[config.mk]
export PLATFORM = sky130hd
export DESIGN_NAME = jfps_queue
export DESIGN_NICKNAME = d
export VERILOG_FILES = /design/src/design/jfps_pkg.sv /design/src/design/jfps_queue.sv
export SDC_FILE = /design/constraint.sdc
export NUM_CORES = 1
export LEC_CHECK = 0
export BUFFER_PORTS_ARGS = -buffer_cell sky130_fd_sc_hd__buf_2
export CORE_MARGIN = 8
export CORE_UTILIZATION = 45
export DETAILED_ROUTE_END_ITERATION = 7
export GPL_ROUTABILITY_DRIVEN = 0
export PLACE_DENSITY = 0.7
export SLEW_MARGIN = 5
export SYNTH_ARGS = -nofsm -noshare
export SYNTH_HDL_FRONTEND = slang
export SYNTH_SLANG_ARGS = --single-unit
[constraint.sdc]
create_clock -name clk_i -period 8.79 [get_ports clk_i]
set_input_delay 1.758 -clock clk_i [delete_from_list [all_inputs] [get_ports clk_i]]
set_output_delay 1.758 -clock clk_i [all_outputs]
set_load 0.1 [all_outputs]
[src/design/jfps_pkg.sv]
// jfps_pkg: shared constants, register indexes and the queue entry type
// for the five-point stencil unit. No dependencies.
`timescale 1ns / 1ps

package jfps_pkg;

  localparam int MAX_WIDTH   = 1024;
  localparam int SAMPLE_BITS = 32;
  localparam int COL_W       = $clog2(MAX_WIDTH);
  localparam int WID_W       = $clog2(MAX_WIDTH + 1);
  localparam int ROW_W       = 16;
  localparam int CFG_DATA_W  = 16;
  localparam int CFG_IDX_W   = 2;
  localparam int QDEPTH      = 2;
  localparam int QPTR_W      = $clog2(QDEPTH);
  localparam int QCNT_W      = $clog2(QDEPTH + 1);

  // configuration register indexes
  localparam logic [CFG_IDX_W-1:0] REG_GRID_WIDTH  = 2'd0;
  localparam logic [CFG_IDX_W-1:0] REG_GRID_HEIGHT = 2'd1;

  localparam logic [WID_W-1:0] WIDTH_RST  = WID_W'(1024);
  localparam logic [ROW_W-1:0] HEIGHT_RST = ROW_W'(1024);

  // one interior point on its way to the back end: pairwise neighbour sums
  typedef struct packed {
    logic [SAMPLE_BITS:0] sum_tb;
    logic [SAMPLE_BITS:0] sum_lr;
    logic [ROW_W-1:0]     row;
    logic [COL_W-1:0]     col;
    logic                 last;
  } entry_t;

endpackage

[src/design/jfps_queue.sv]
// jfps_queue: short register queue between the front and back ends.
// Depends on jfps_pkg.
`timescale 1ns / 1ps

module jfps_queue (
  input  logic              clk_i,
  input  logic              rst_ni,
  input  logic              push_i,
  input  jfps_pkg::entry_t  push_data_i,
  output logic              full_o,
  input  logic              pop_i,
  output logic              empty_o,
  output jfps_pkg::entry_t  pop_data_o
);

  localparam int PW = jfps_pkg::QPTR_W;
  localparam int NW = jfps_pkg::QCNT_W;

  jfps_pkg::entry_t mem_q [jfps_pkg::QDEPTH];
  logic [PW-1:0]    wptr_q, rptr_q;
  logic [NW-1:0]    cnt_q;

  assign full_o     = cnt_q == NW'(jfps_pkg::QDEPTH);
  assign empty_o    = cnt_q == '0;
  assign pop_data_o = mem_q[rptr_q];

  always_ff @(posedge clk_i or negedge rst_ni) begin
    if (!rst_ni) begin
      wptr_q <= '0;
      rptr_q <= '0;
      cnt_q  <= '0;
    end else begin
      if (push_i) begin
        wptr_q <= (wptr_q == PW'(jfps_pkg::QDEPTH - 1)) ? '0 : wptr_q + PW'(1);
      end
      if (pop_i) begin
        rptr_q <= (rptr_q == PW'(jfps_pkg::QDEPTH - 1)) ? '0 : rptr_q + PW'(1);
      end
      if (push_i && !pop_i) begin
        cnt_q <= cnt_q + NW'(1);
      end else if (pop_i && !push_i) begin
        cnt_q <= cnt_q - NW'(1);
      end
    end
  end

  always_ff @(posedge clk_i) begin
    if (push_i) begin
      mem_q[wptr_q] <= push_data_i;
    end
  end

endmodule

## Word level (Yosys, flattened, before mapping)

Memories as Yosys holds them, arrays and structs flattened.
Index checks and enable logic that the tools add are counted.

| word-level totals | value |
|---|---|
| register bits | 4 |
| bits in writable memories | 186 |
| output and inout bits | 95 |
| word-level logic and storage cells | 21 |
| memories | 1 |

Memory list:

| memory | words | bits a word | read ports | clocked after memory_dff | write ports | line | source |
|---|---|---|---|---|---|---|---|
| mem_q | 2 | 93 | 1 | 0 | 1 | jfps_queue.sv:19 | `jfps_pkg::entry_t mem_q [jfps_pkg::QDEPTH];` |

| cells by class | value |
|---|---|
| add/subtract/negate cells | 4 |
| equality and inequality tests | 1 |
| mux-type cells | 6 |
| reductions and logical operators | 6 |

Operators by type and width:

| kind | number |
|---|---|
| 1-bit 2-to-1 mux | 4 |
| 2-bit 2-to-1 mux | 2 |
| 1-bit adder, second input constant | 2 |
| 2-bit by 1-bit adder with 2-bit output, second input constant | 1 |
| 2-bit equality test, second input constant | 1 |
| 1-bit logical AND | 2 |
| 1-bit logical NOT | 2 |
| 2-bit logical NOT | 1 |
| 2-bit nonzero test | 1 |
| 2-bit by 1-bit subtractor with 2-bit output, second input constant | 1 |

## Depth between registers and ports, before layout

| depth | value |
|---|---|
| word-level depth | 4 |
| gate-level depth with buffers | 5 |
| depth with buffers taken out | 5 |

## Worst setup path before layout

OpenSTA, ideal clock, no wires.

| timing path | value |
|---|---|
| kind | input -> register |
| from | in push_i |
| to | mem mem_q[0][0] (netlist name), enable pin |
| setup time | 0.556 ns |
| arrival | 5.811 ns |
| required time | 8.234 ns |
| slack | 2.422 ns |
| stages on the path | 1 |
| cell sequence | nor2b_1 |

| between the ends | value |
|---|---|
| cells in the longest elaborated chain, start to end | 2 |

RTL lines:

| element | line | source |
|---|---|---|
| from (decl) | jfps_queue.sv:8 | `input logic push_i,` |
| 1-bit 2-to-1 mux | jfps_queue.sv:48 | `if (push_i) begin` |
| 1-bit 2-to-1 mux (not written as such) | jfps_queue.sv:49 | `mem_q[wptr_q] <= push_data_i;` |
| to (decl) | jfps_queue.sv:19 |  |

Every way passes these cells.

==> results.cfg <==
[sta]
setup_tns_ns = 0
max_freq_mhz = 223
min_period_ns = 4.47
setup_viol = 0
worstMarginPinSlew_ns = 0.907
fin_crit_sh = 0.509
hold_viol = 0
relSlewSlack = 0.395
drv_slew = 0
rsz0062_at_grt = false
skew_ns = 0.00910
worst_slack_ns = 4.32

[detailed_routing]
vias = 3499
firstDrtPassIters = 4
wl_per_cell_um = 19.1
drt_iter0_drc = 171
vias_per_cell = 4.94
ant_nets = 0
drc = 0
drt-total-wl_mm = 13.6

[worst_setup_path]
endpoint_kind = output pin
critical-path-slowest-cell = dfrtp_4
crit_start = rptr_q$_DFFE_PN0P_
cp_max_fo = 51
critical_path_required_ns = 7.03
path_delay_family = buffers and inverters
worst_r2r_endpoint = mem_q[0][9]$_DFFE_PP_
worstSetupStartpointType = register
ff2ff_setup_slack_ns = 6.39
critical_path_class = register to output pin
worst-path-buf-inv = 2
arrival_ns = 2.72
reg2regPathDepth = 2
path_depth = 3
critPathMaxStageDelay_ns = 0.83
crit_chain = buf_4, mux2_2, buf_2
r2r-start = wptr_q$_DFFE_PN0P_

[place]
dp_hpwl_mm = 8.98
numPlacedInstances = 677
numPortBuffers = 191
dp_slack_ns = 4.74

[global_route]
antenna_found_initial = 0
overflow = 0
grt_max_degree = 67
grt_pass1_vias = 3974
grt_usage = 0.139
grt_pass1_wl_mm = 20.9

[die]
die_w_um = 140
die-area_mm2 = 0.0196
initial_core_util = 0.458
row_count = 45
core_area_mm2 = 0.0151
die_h_um = 140
ioPinCount = 192

[logic_synthesis]
yosysSeqAreaShare = 0.823
syn-num-nets = 403
synth_cell_type_count = 13
ys_ff_latch = 190
synth_area_mm2 = 0.00691
syn_avg_cell_area_um2 = 22.7
syn_inst = 305
ys_warn_count = 0

[cts]
clock_latency_ns = 0.42
cts_tree = yes
cts_setup_buffers = 0
cts-root-buf = clkbuf_16
clk_path_buf_depth = 2
clock_sinks = 190
h-tree-depth = 4
cts_buffers = 17
cts-resized-gates = 0
cts_hold_buf = 0
clk_pin_slew_ns = 0.06

[hold_path]
hold_depth = 1
hold_path_startpoint = cnt_q[1]$_DFFE_PN0P_
hp-class = register to register
whs_endpoint = cnt_q[1]$_DFFE_PN0P_

[final_layout]
nets = 606
antenna_cells = 0
drive_above_1_share = 0.605
final_cells = 709
area_delta_synth_final_pct = 24.5

[run]
drv_cap = 0

[status]
status = completed
[cells by family after synthesis]
kind of cell	share of synthesized area
fa+ha+maj	0.00181
simple gates	0.00380
buf+inv	0.0136
mux	0.152
flops	0.823
xor+xnor	0.00634
[registers in the layout, summed over array words and instances, names as in the netlist]
signal,flops
wptr_q,1
cnt_q,2
mem_q,186
rptr_q,1
[metrics by stage]
stage,instance area (um^2),hold slack (ns),util
3_3_place_gp,8050,0.475,0.533
2_1_floorplan,6910,0.455,-
6_report,8600,0.532,0.570
3_5_place_dp,8050,0.487,0.533
5_1_grt,8600,0.565,0.570
4_1_cts,8600,0.539,0.570
[cell usage in the layout (no fill, tap or decap), types with 2 or more instances in the layout]
cell type,instances
clkinv_4,2
bufinv_16,2
clkbuf_16,17
xor2_1,4
buf_4,3
clkbuf_1,5
mux2_2,93
nor2_1,2
buf_2,191
edfxtp_1,186
clkinvlp_4,2
dfrtp_1,3
clkinv_1,2
[synthesized netlist by cell type, drive strengths merged]
library cell | number | area share
dfrtp | 4 | 0.014
inv | 1 | 0.00054
ha | 1 | 0.0018
mux2 | 93 | 0.15
edfxtp | 186 | 0.81
nor2 | 2 | 0.0011
nor2b | 2 | 0.0018
xnor2 | 1 | 0.0013
xor2 | 4 | 0.0051
and2 | 1 | 0.00091
buf | 10 | 0.013
[how the worst max path moves through the flow]
stage	endpoint	slack, ns
final	pop_data_o[89]	4.32
after floorplan	mem_q[0][0]$_DFFE_PP_	2.42
after global routing	pop_data_o[91]	4.17
after CTS	pop_data_o[89]	4.28
after detailed placement	pop_data_o[28]	4.74
after global placement	pop_data_o[89]	4.77
[metal layers]
layer,track usage,wire length [um],vias up
met5,0,0,-
met4,0.0549,153,0
met3,0.0550,987,13
met2,0.234,6590,129
met1,0.157,5830,1743
li1,-,-,1614
[final cells by class]
type	instances	area [um^2]
Inverter	1	3.75
Multi-Input combinational cell	104	1140
Clock buffer	22	444
Fill cell	1191	6480
Sequential cell	190	5690
Clock inverter	10	114
Tap cell	188	235
Timing Repair Buffer	194	978
[worst register-to-register path: cells and delay by family (launching register included)]
kind / cells / cell delay, ns
DFF: 1 / 0.44
buffers and inverters: 1 / 0.85
and+or+nand+nor: 1 / 0.69
Power is not shown: default switching activity piles up to over one toggle a cycle in this logic, so the estimate is an artifact.
