===== src/design/jfps_pkg.sv =====
// jfps_pkg: shared constants, register indexes and the queue entry type
// for the five-point stencil unit. No dependencies.
`timescale 1ns / 1ps

package jfps_pkg;

  localparam int MAX_WIDTH   = 1024;
  localparam int SAMPLE_BITS = 32;
  localparam int COL_W       = $clog2(MAX_WIDTH);
  localparam int WID_W       = $clog2(MAX_WIDTH + 1);
  localparam int ROW_W       = 16;
  localparam int CFG_DATA_W  = 16;
  localparam int CFG_IDX_W   = 2;
  localparam int QDEPTH      = 2;
  localparam int QPTR_W      = $clog2(QDEPTH);
  localparam int QCNT_W      = $clog2(QDEPTH + 1);

  // configuration register indexes
  localparam logic [CFG_IDX_W-1:0] REG_GRID_WIDTH  = 2'd0;
  localparam logic [CFG_IDX_W-1:0] REG_GRID_HEIGHT = 2'd1;

  localparam logic [WID_W-1:0] WIDTH_RST  = WID_W'(1024);
  localparam logic [ROW_W-1:0] HEIGHT_RST = ROW_W'(1024);

  // one interior point on its way to the back end: pairwise neighbour sums
  typedef struct packed {
    logic [SAMPLE_BITS:0] sum_tb;
    logic [SAMPLE_BITS:0] sum_lr;
    logic [ROW_W-1:0]     row;
    logic [COL_W-1:0]     col;
    logic                 last;
  } entry_t;

endpackage


===== src/design/jfps_back.sv =====
// jfps_back: final four-way sum, floor divide by four and the output
// register. Depends on jfps_pkg.
`timescale 1ns / 1ps

module jfps_back (
  input  logic                                  clk_i,
  input  logic                                  rst_ni,
  input  logic                                  empty_i,
  input  jfps_pkg::entry_t                      entry_i,
  output logic                                  pop_o,
  output logic                                  out_valid_o,
  input  logic                                  out_ready_i,
  output logic [jfps_pkg::SAMPLE_BITS-1:0]      out_average_o,
  output logic [jfps_pkg::ROW_W-1:0]            out_row_o,
  output logic [jfps_pkg::COL_W-1:0]            out_col_o,
  output logic                                  out_last_o
);

  localparam int SB = jfps_pkg::SAMPLE_BITS;

  logic          vld_q;
  logic [SB+1:0] sum4;

  assign pop_o       = !empty_i && (!vld_q || out_ready_i);
  assign out_valid_o = vld_q;

  assign sum4 = {entry_i.sum_tb[SB], entry_i.sum_tb}
              + {entry_i.sum_lr[SB], entry_i.sum_lr};

  always_ff @(posedge clk_i or negedge rst_ni) begin
    if (!rst_ni) begin
      vld_q <= 1'b0;
    end else if (pop_o) begin
      vld_q <= 1'b1;
    end else if (out_ready_i) begin
      vld_q <= 1'b0;
    end
  end

  // dropping the two low bits of the exact sum rounds toward minus infinity
  always_ff @(posedge clk_i) begin
    if (pop_o) begin
      out_average_o <= sum4[SB+1:2];
      out_row_o     <= entry_i.row;
      out_col_o     <= entry_i.col;
      out_last_o    <= entry_i.last;
    end
  end

endmodule


===== config.mk =====
export PLATFORM = sky130hd
export DESIGN_NAME = jfps_back
export DESIGN_NICKNAME = d
export VERILOG_FILES = /design/src/design/jfps_pkg.sv /design/src/design/jfps_back.sv
export SDC_FILE = /design/constraint.sdc
export NUM_CORES = 1
export LEC_CHECK = 0
export BUFFER_PORTS_ARGS = -buffer_cell sky130_fd_sc_hd__buf_2
export CORE_ASPECT_RATIO = 1.4
export CORE_UTILIZATION = 25
export DETAILED_ROUTE_END_ITERATION = 7
export PLACE_DENSITY = 0.62
export SYNTH_ARGS = -nofsm -noshare
export SYNTH_HDL_FRONTEND = slang
export SYNTH_SLANG_ARGS = --single-unit
export TNS_END_PERCENT = 5

===== constraint.sdc =====
create_clock -name clk_i -period 4.22 [get_ports clk_i]
set_clock_uncertainty 0.2 [all_clocks]
set_input_delay 0.422 -clock clk_i [delete_from_list [all_inputs] [get_ports clk_i]]
set_output_delay 0.422 -clock clk_i [all_outputs]
set_load 0.02 [all_outputs]

[After elaboration in Yosys (flattened, before gate mapping)]
Index checks and enable logic that the tools add are counted.
Cells by class
  add/sub/neg operators: 1
  reductions and logical operators: 5
  muxes and demuxes: 2
Operators with widths (number)
  33-bit by 33-bit adder with 34-bit output: 1
  1-bit logical NOT: 2
  1-bit 2-to-1 mux: 2
  2-bit nonzero test: 1
  1-bit logical AND: 1
  1-bit logical OR: 1
Word-level totals
  register bits: 60
  output and inout bits: 61
  bits of input ports: 97

[Logic depth before layout (Yosys ltp)]
Gate-level depths: netlist of the first run.
  depth after elaboration: 4
  depth in mapped cells: 9

[Least setup slack after synthesis of the first run]
OpenSTA, ideal clock, no wires.
  kind: register -> register
  from: reg vld_q (netlist: out_valid_o)
  to: reg out_average_o[0] in the netlist's numbering (enable)
  data arrival time: 3665 ps
  setup time: 510 ps
  required time: 3510 ps
  period minus slack after synthesis: 4375 ps
  stages on the path, launching flop included: 2
  setup slack: -155 ps
  cells stage by stage: dfrtp_1 a21oi_1
Between the ends
  cells in the longest elaborated chain, start to end: 3
RTL lines
  from (decl): line jfps_back.sv:21  | logic vld_q;
  from (signal assigned): line jfps_back.sv:32  | vld_q <= 1'b0;
  from (signal assigned): line jfps_back.sv:34  | vld_q <= 1'b1;
  from (signal assigned): line jfps_back.sv:36  | vld_q <= 1'b0;
  1-bit logical NOT: line jfps_back.sv:24  | assign pop_o = !empty_i && (!vld_q || out_ready_i);
  1-bit logical OR: line jfps_back.sv:24
  1-bit logical AND: line jfps_back.sv:24
  via pop_o: line jfps_back.sv:10  | output logic pop_o,
  to (signal assigned): line jfps_back.sv:43  | out_average_o <= sum4[SB+1:2];
  to (decl): line jfps_back.sv:13  | output logic [jfps_pkg::SAMPLE_BITS-1:0] out_average_o,
The timed path passes the listed nets, and every way through them passes these cells.
A chain may end at the register's enable or synchronous reset.

[Worst setup path after layout of the first run]
  from: in entry_i[29] in the netlist's numbering
  to: reg out_average_o[27] in the netlist's numbering, data pin
Between the ends
  cells in the longest elaborated chain, start to end: 1
RTL lines
  from (decl): line jfps_back.sv:9  | input jfps_pkg::entry_t entry_i,
  33-bit by 33-bit adder with 34-bit output: line jfps_back.sv:28  | + {entry_i.sum_lr[SB], entry_i.sum_lr};
  via sum4[29]: line jfps_back.sv:22  | logic [SB+1:0] sum4;
The timed path passes the listed nets, and every way through them passes these cells.

==> flow_summary.ini, run 1 <==
[run_status]
outcome = completed

[global_route]
grt_max_degree = 28
grt_pass1_vias = 3164
antenna_found_initial = 0
grt_pass1_wl_um = 14700
grt-ovfl-total = 0
track_usage_pct = 13.4

[power]
pwr-share-clk_pct = 36.3
switching_share_pct = 28.3
share_seq_of_total_power_pct = 39.1
intPower_mw = 1.36
vdd_ir_drop_max_v = 0.000208
p_leak_nw = 2.07
p_switching_mw = 0.538
power_density_nw_per_um2 = 396
combPwrFrac_pct = 24.6

[clock_network]
clock_latency_ns = 0.32
postCtsSetupBuffers = 0
cts.clk_slew.worst_paths_ns = 0.05
cts_buffers = 9
cts_tree = done
htree_levels = 3
cts_buffer_depth = 2
post_cts_resized = 0
cts.sinks = 60
cts-root-buf = clkbuf_16

[critical_path]
start_kind = primary input
setup.worst_path.end_class = flop
worst-path-max-fanout = 4
reg2reg_from = out_valid_o
crit_required_ns = 4.09
crit_type = in -> reg
startpoint = entry_i[29]
cp.arrival_ns = 2.52

[routing]
ant_nets = 0
drc_errors = 0
drt-wirelength-per-cell_um = 14.8
routed_wl_um = 9780
dr_total_vias = 3068
drt_iter0_drc = 100
drtPass1Iterations = 4
routed_via_density = 4.66

[logic_synthesis]
syn_area_per_cell_um2 = 11.3
yosysSeqAreaShare_pct = 51.5
ys_ff_latch = 60
synth_edf_count = 59
synthCells = 309
synth_fp_nets = 438
yosys.cell_types.count = 38
synth_area_um2 = 3490
synth_flop_cell = edfxtp_1
yosys_warnings = 0
ys_async_sr_fraction_pct = 1.67

[job]
drv_cap = 0

[final_layout]
nFillCells = 1397
nNetsFinal = 601
area_delta_synth_final_pct = 37.4
antenna_cells = 0
layout.area.seq_um2 = 1800
multi_input_area_um2 = 1650
drive_gt1_share_pct = 37.5
design_area_um2 = 4790

[timing]
setup_violations = 0
finalMaxSlewViolations = 0
fin_setup_tns_ns = 0
rsz0062_at_grt = no
tightest_slew_ns = 0.583
max_freq_ghz = 0.377
hold_violations = 0
layout_min_cycle_time_ns = 2.65
fin_crit_sh_pct = 62.8
slew_headroom_pct = 61.0

[placement]
place.gp.congestion = 0.901
place_hpwl_um = 8010
port_buffers = 157
place_area_um2 = 4500

[floorplanning]
die_area_um2 = 14400
io_pins = 158
rows = 50
core_area_um2 = 13500
die_x_um = 102
start_util_pct = 25.8
die_h_um = 142

[worst_hold_path]
hp-start = entry_i[1]
worstHoldPathType = in -> reg
worst paths after layout:
| check | end | slack (ns) | cells past startpoint |
|---|---|---|---|
| max | out_average_o[27] | 1.57 | 9 |
| min | out_col_o[0] | 0.07 | 1 |
| max reg2reg | out_row_o[5] | 2.30 | 2 |
| min reg2reg | out_valid_o | 0.41 | 2 |
| max in group asynchronous | out_valid_o | 3.50 | 2 |
| min in group asynchronous | out_valid_o | 0.23 | 2 |
power by group through the flow:
| stage | Sequential [mW] | Combinational (mW) | Clock [mW] |
|---|---|---|---|
| 6_report | 0.742 | 0.468 | 0.689 |
| 5_1_grt | 0.748 | 0.511 | 0.732 |
| 4_1_cts | 0.743 | 0.470 | 0.710 |
| 3_5_place_dp | 0.755 | 0.468 | 0 |
| 3_3_place_gp | 0.753 | 0.463 | 0 |
| 2_1_floorplan | 0.822 | 0.236 | 0 |
state kept, by name, indices dropped and copies added (netlist names):
name           cells
out_average_o     32
out_last_o         1
out_col_o         10
out_valid_o        1
out_row_o         16
metal layers:
| layer | part of all wire [%] | GRT usage (%) | vias up |
|---|---|---|---|
| li1 | - | - | 1499 |
| met1 | 38 | 13.8 | 1414 |
| met2 | 53 | 25.0 | 134 |
| met3 | 6.2 | 2.51 | 21 |
| met4 | 2.8 | 7.14 | 0 |
| met5 | 0 | 0 | - |
through the flow:
stage               setup WS [ns]  utilization (%)  std cells  power [mW]  hold slack [ns]
detailed placement           1.22             33.3        642        1.22         0.000555
global route                 1.38             35.5        659        1.99           0.0627
floorplan                    1.23                -        309        1.06          -0.0736
global placement             1.31             33.3        642        1.22         -0.00323
finish                       1.57             35.5        659        1.90           0.0742
CTS                          1.58             35.5        659        1.92           0.0586
kinds of logic after synthesis:
kind of cell / count (synthesis) / share of synthesized area (%)
AOI/OAI and AO/OA: 99 / 18.5
xor gates and xnor gates: 29 / 7.28
adders and majority gates: 32 / 11.5
buffers and inverters: 15 / 1.61
DFF: 60 / 51.5
and+or+nand+nor: 74 / 9.68
layout make-up:
type	count	area share [%]
Timing Repair Buffer	160	16.9
Clock buffer	10	4.78
Sequential cell	60	37.5
Inverter	7	0.548
Multi-Input combinational cell	234	34.4
Tap cell	182	4.75
Clock inverter	6	1.15
synth_stat cells (all sizes together), types with 2 or more instances:
master   instances  area [um2]
xnor2           19         166
a221oi           2        41.3
xor2            10        87.6
nor3             2        10.0
ha              32         400
nand3            4        20.0
nand2           25        93.8
a21oi           35         175
and2             2        12.5
inv              7        26.3
nand2b           2        12.5
a211oi           4        30.0
o21bai           4        33.8
nand4            6        37.5
nor4             3        18.8
edfxtp          59        1770
a21o             8        60.1
o21ai           24         124
nor2            23        86.3
a2bb2oi          2        17.5
and3             2        12.5
clkbuf           8        30.0
a31oi           11        68.8
nor2b            4        25.0
a21boi           2        15.0
layout by cell type, fill, tap and decap left out, drive strengths merged, types with 10 or more instances in the layout:
cell	count
a21oi	35
a31oi	11
clkbuf	10
ha	32
nor2	23
nand2	25
xnor2	19
buf	159
edfxtp	59
o21ai	24
xor2	10
what timing repair did:
action	4_1_cts	5_1_grt
hold buffers	1	0
setup endpoints to repair	0	0
hold endpoints to repair	1	0
critical path, cell delays in order:
cell and delay [ns]:
buf_2 0.10, ha_1 0.35, nand4_1 0.15, a2111o_1 0.43, a21boi_1 0.22, o2111ai_1 0.19, a31oi_1 0.38, a21oi_1 0.14
xnor2_1 0.14
Power figures use the tool's default switching activity.
==> inputs of run 2 (changes only) <==
--- a/config.mk
+++ b/config.mk
@@ -5,11 +5,12 @@
 export SDC_FILE = /design/constraint.sdc
 export NUM_CORES = 1
 export LEC_CHECK = 0
+export ABC_AREA = 1
 export BUFFER_PORTS_ARGS = -buffer_cell sky130_fd_sc_hd__buf_2
 export CORE_ASPECT_RATIO = 1.4
 export CORE_UTILIZATION = 25
 export DETAILED_ROUTE_END_ITERATION = 7
-export PLACE_DENSITY = 0.62
+export PLACE_DENSITY = 0.6
 export SYNTH_ARGS = -nofsm -noshare
 export SYNTH_HDL_FRONTEND = slang
 export SYNTH_SLANG_ARGS = --single-unit
==> constraint.sdc (replaced) <==
create_clock -name clk_i -period 2.35 [get_ports clk_i]
set_clock_uncertainty 0.2 [all_clocks]
set_input_delay 0.235 -clock clk_i [delete_from_list [all_inputs] [get_ports clk_i]]
set_output_delay 0.235 -clock clk_i [all_outputs]
set_load 0.02 [all_outputs]
==> run 2 against run 1 <==
Cell count grew 38%. Synthesized cell count rose by 62%. Non-clock buffer count rose by 32. Worst hold slack gained 0.15 ns. Largest cell class is now multi-input gates. Register-to-register slack got worse by 1.4 ns. Core utilization up 0.58 points. Wire length increased by 23%. Sequential power grew 79%. Combinational power up 110%.
==> flow_summary.ini, run 2 <==
[clock_network]
cts.sinks = 60
ctsHoldBuffers = 31
cts.clk_slew.worst_paths_ns = 0.05
cts_buffer_depth = 2
cts_tree = done
post_cts_resized = 0
cts-root-buf = clkbuf_16
cts_buffers = 9
clock_latency_ns = 0.33
postCtsSetupBuffers = 0
htree_levels = 3

[routing]
drt_iter0_drc = 202
drt-wirelength-per-cell_um = 13.2
routed_wl_um = 12000
drc_errors = 0
drtPass1Iterations = 5
ant_nets = 0
routed_via_density = 4.38
dr_total_vias = 3969

[placement]
place.gp.congestion = 0.877
dp_slack_ns = 0.217
port_buffers = 157
place_hpwl_um = 9790

[logic_synthesis]
synth_top_area_share_pct = 43.1
syn_area_per_cell_um2 = 8.21
synth_area_um2 = 4110
synth_most_common_cell = nand2_1
synthMuxAreaShare_pct = 0
yosysTopAreaCell = edfxtp_1
synthSimpleGateAreaFrac_pct = 27.7
ys_async_sr_fraction_pct = 1.67
synth_area_leaders = edfxtp_1, nand2_1, ha_1
synth_flop_cell = edfxtp_1
synth_xor_area_share_pct = 3.83
yosys_warnings = 0
synth_edf_count = 59
synthCells = 501
ys_top_cells_by_count = nand2_1, inv_1, edfxtp_1, nor2_1, a21oi_1
synth_fp_nets = 630
yosysSeqAreaShare_pct = 43.7
synth_top_family_by_area = simple AND/OR/NAND/NOR gates
synth_compound_area_share_pct = 8.70
ys_ff_latch = 60
yosys.cell_types.count = 28
synth_fa_ha_area_share_pct = 9.73

[job]
drv_cap = 0

[run_status]
outcome = completed

[timing]
fin_setup_tns_ns = 0
rsz0062_at_grt = no
finalMaxSlewViolations = 0
tightest_slew_ns = 0.351
fin_crit_sh_pct = 83.8
hold_violations = 0
slew_headroom_pct = 76.6
setup_ws_ns = 0.380
setup_violations = 0
max_freq_ghz = 0.508
layout_min_cycle_time_ns = 1.97

[floorplanning]
die_area_um2 = 17000
core_area_um2 = 16100
io_pins = 158
rows = 55
die_h_um = 154
die_x_um = 110
start_util_pct = 25.5

[critical_path]
start_kind = primary input
cp.arrival_ns = 1.53
crit_required_ns = 1.91
setup.worst_path.end_class = output pin
worst-path-max-fanout = 17
crit_type = in -> out

[global_route]
grt-ovfl-total = 0
grt_max_degree = 28
antenna_found_initial = 0
track_usage_pct = 14.5
grt_pass1_wl_um = 19200
grt_pass1_vias = 3858

[power]
power_mw = 3.69
p_leak_nw = 2.84
power_density_nw_per_um2 = 635
vdd_ir_drop_max_v = 0.000325

[final_layout]
nNetsFinal = 833
area_delta_synth_final_pct = 41.1
largest_register_ffs = 32
drive_gt1_share_pct = 30.1
final_cell_mix = buf_2, nand2_1, inv_1, edfxtp_1, nor2_1
mostFrequentLayoutCell = buf_2
top_regs = out_average_o: 32 flops, out_row_o: 16 flops, out_col_o: 10 flops
antenna_cells = 0
largest-register = out_average_o

[worst_hold_path]
worstHoldPathType = in -> reg
## run 2: cell count changes in the layout (fill, tap and decap cells not counted), moves of 5 or more
cell	before	now
inv_1	7	67
a31oi_1	11	1
xor2_1	10	18
nand2_1	25	150
a21o_1	8	3
nor2_2	0	6
nand3_1	4	21
nand2_2	0	21
xnor2_1	19	0
dlygate4sd3_1	1	31
o21ai_1	5	0
nor3_1	2	7
nor2_1	23	38
## run 2: kinds of logic (layout without fill, tap and decap cells)
kind of cell / count (synthesis) / after routing
and+or+nand+nor: 257 / 257
xor gates and xnor gates: 18 / 18
AOI/OAI and AO/OA: 64 / 64
adders and majority gates: 32 / 32
buffers and inverters: 70 / 277
DFF: 60 / 60
## run 2: power by group
group	switching (mW)	total (mW)	leakage, nW	internal (mW)
Combinational	0.613	0.979	2.11	0.366
Sequential	0.0218	1.33	0.574	1.30
Clock	0.468	1.38	0.148	0.912
Total	1.10	3.69	2.84	2.58
## run 2: worst paths after layout
check,to,slack (ns),cells past startpoint,from
worst max-delay path,pop_o,0.38,5,empty_i
worst min-delay path,out_average_o[1],0.22,3,entry_i[63]
worst max register to register,out_col_o[3],0.85,2,out_valid_o
worst min register to register,out_average_o[8],0.67,2,out_valid_o
max in group asynchronous,out_valid_o,1.28,3,rst_ni
min in group asynchronous,out_valid_o,0.55,3,rst_ni
## run 2: layout make-up
type,count,area [um2]
fillers,1713,10300
multi-input cells,371,2070
flip-flops and latches,60,1800
repair buffers,192,1130
inverters,70,263
well taps,199,249
clock buffers,9,225
clock inverters,6,80.1
## run 2: through the flow
stage          utilization (%)  std cells  instance area (um2)  hold slack, ns
2_1_floorplan                -        501                 4130          -0.261
3_3_place_gp              32.2        861                 5190          -0.189
3_5_place_dp              32.2        861                 5190          -0.189
4_1_cts                   36.1        907                 5810           0.213
5_1_grt                   36.1        907                 5810           0.241
6_report                  36.1        907                 5810           0.224
## run 2: per-layer routing
| metal | routed length (um) | GRT usage [%] | up-vias |
|---|---|---|---|
| li1 | - | - | 2057 |
| met1 | 5290 | 18.3 | 1754 |
| met2 | 5750 | 24.1 | 144 |
| met3 | 707 | 3.63 | 14 |
| met4 | 232 | 4.70 | 0 |
| met5 | 0 | 0 | - |
## run 2: critical path: stages
cell	delay, ns
dlygate4sd3_1	0.53
buf_2	0.14
a21oi_4	0.13
buf_4	0.28
buf_2	0.22
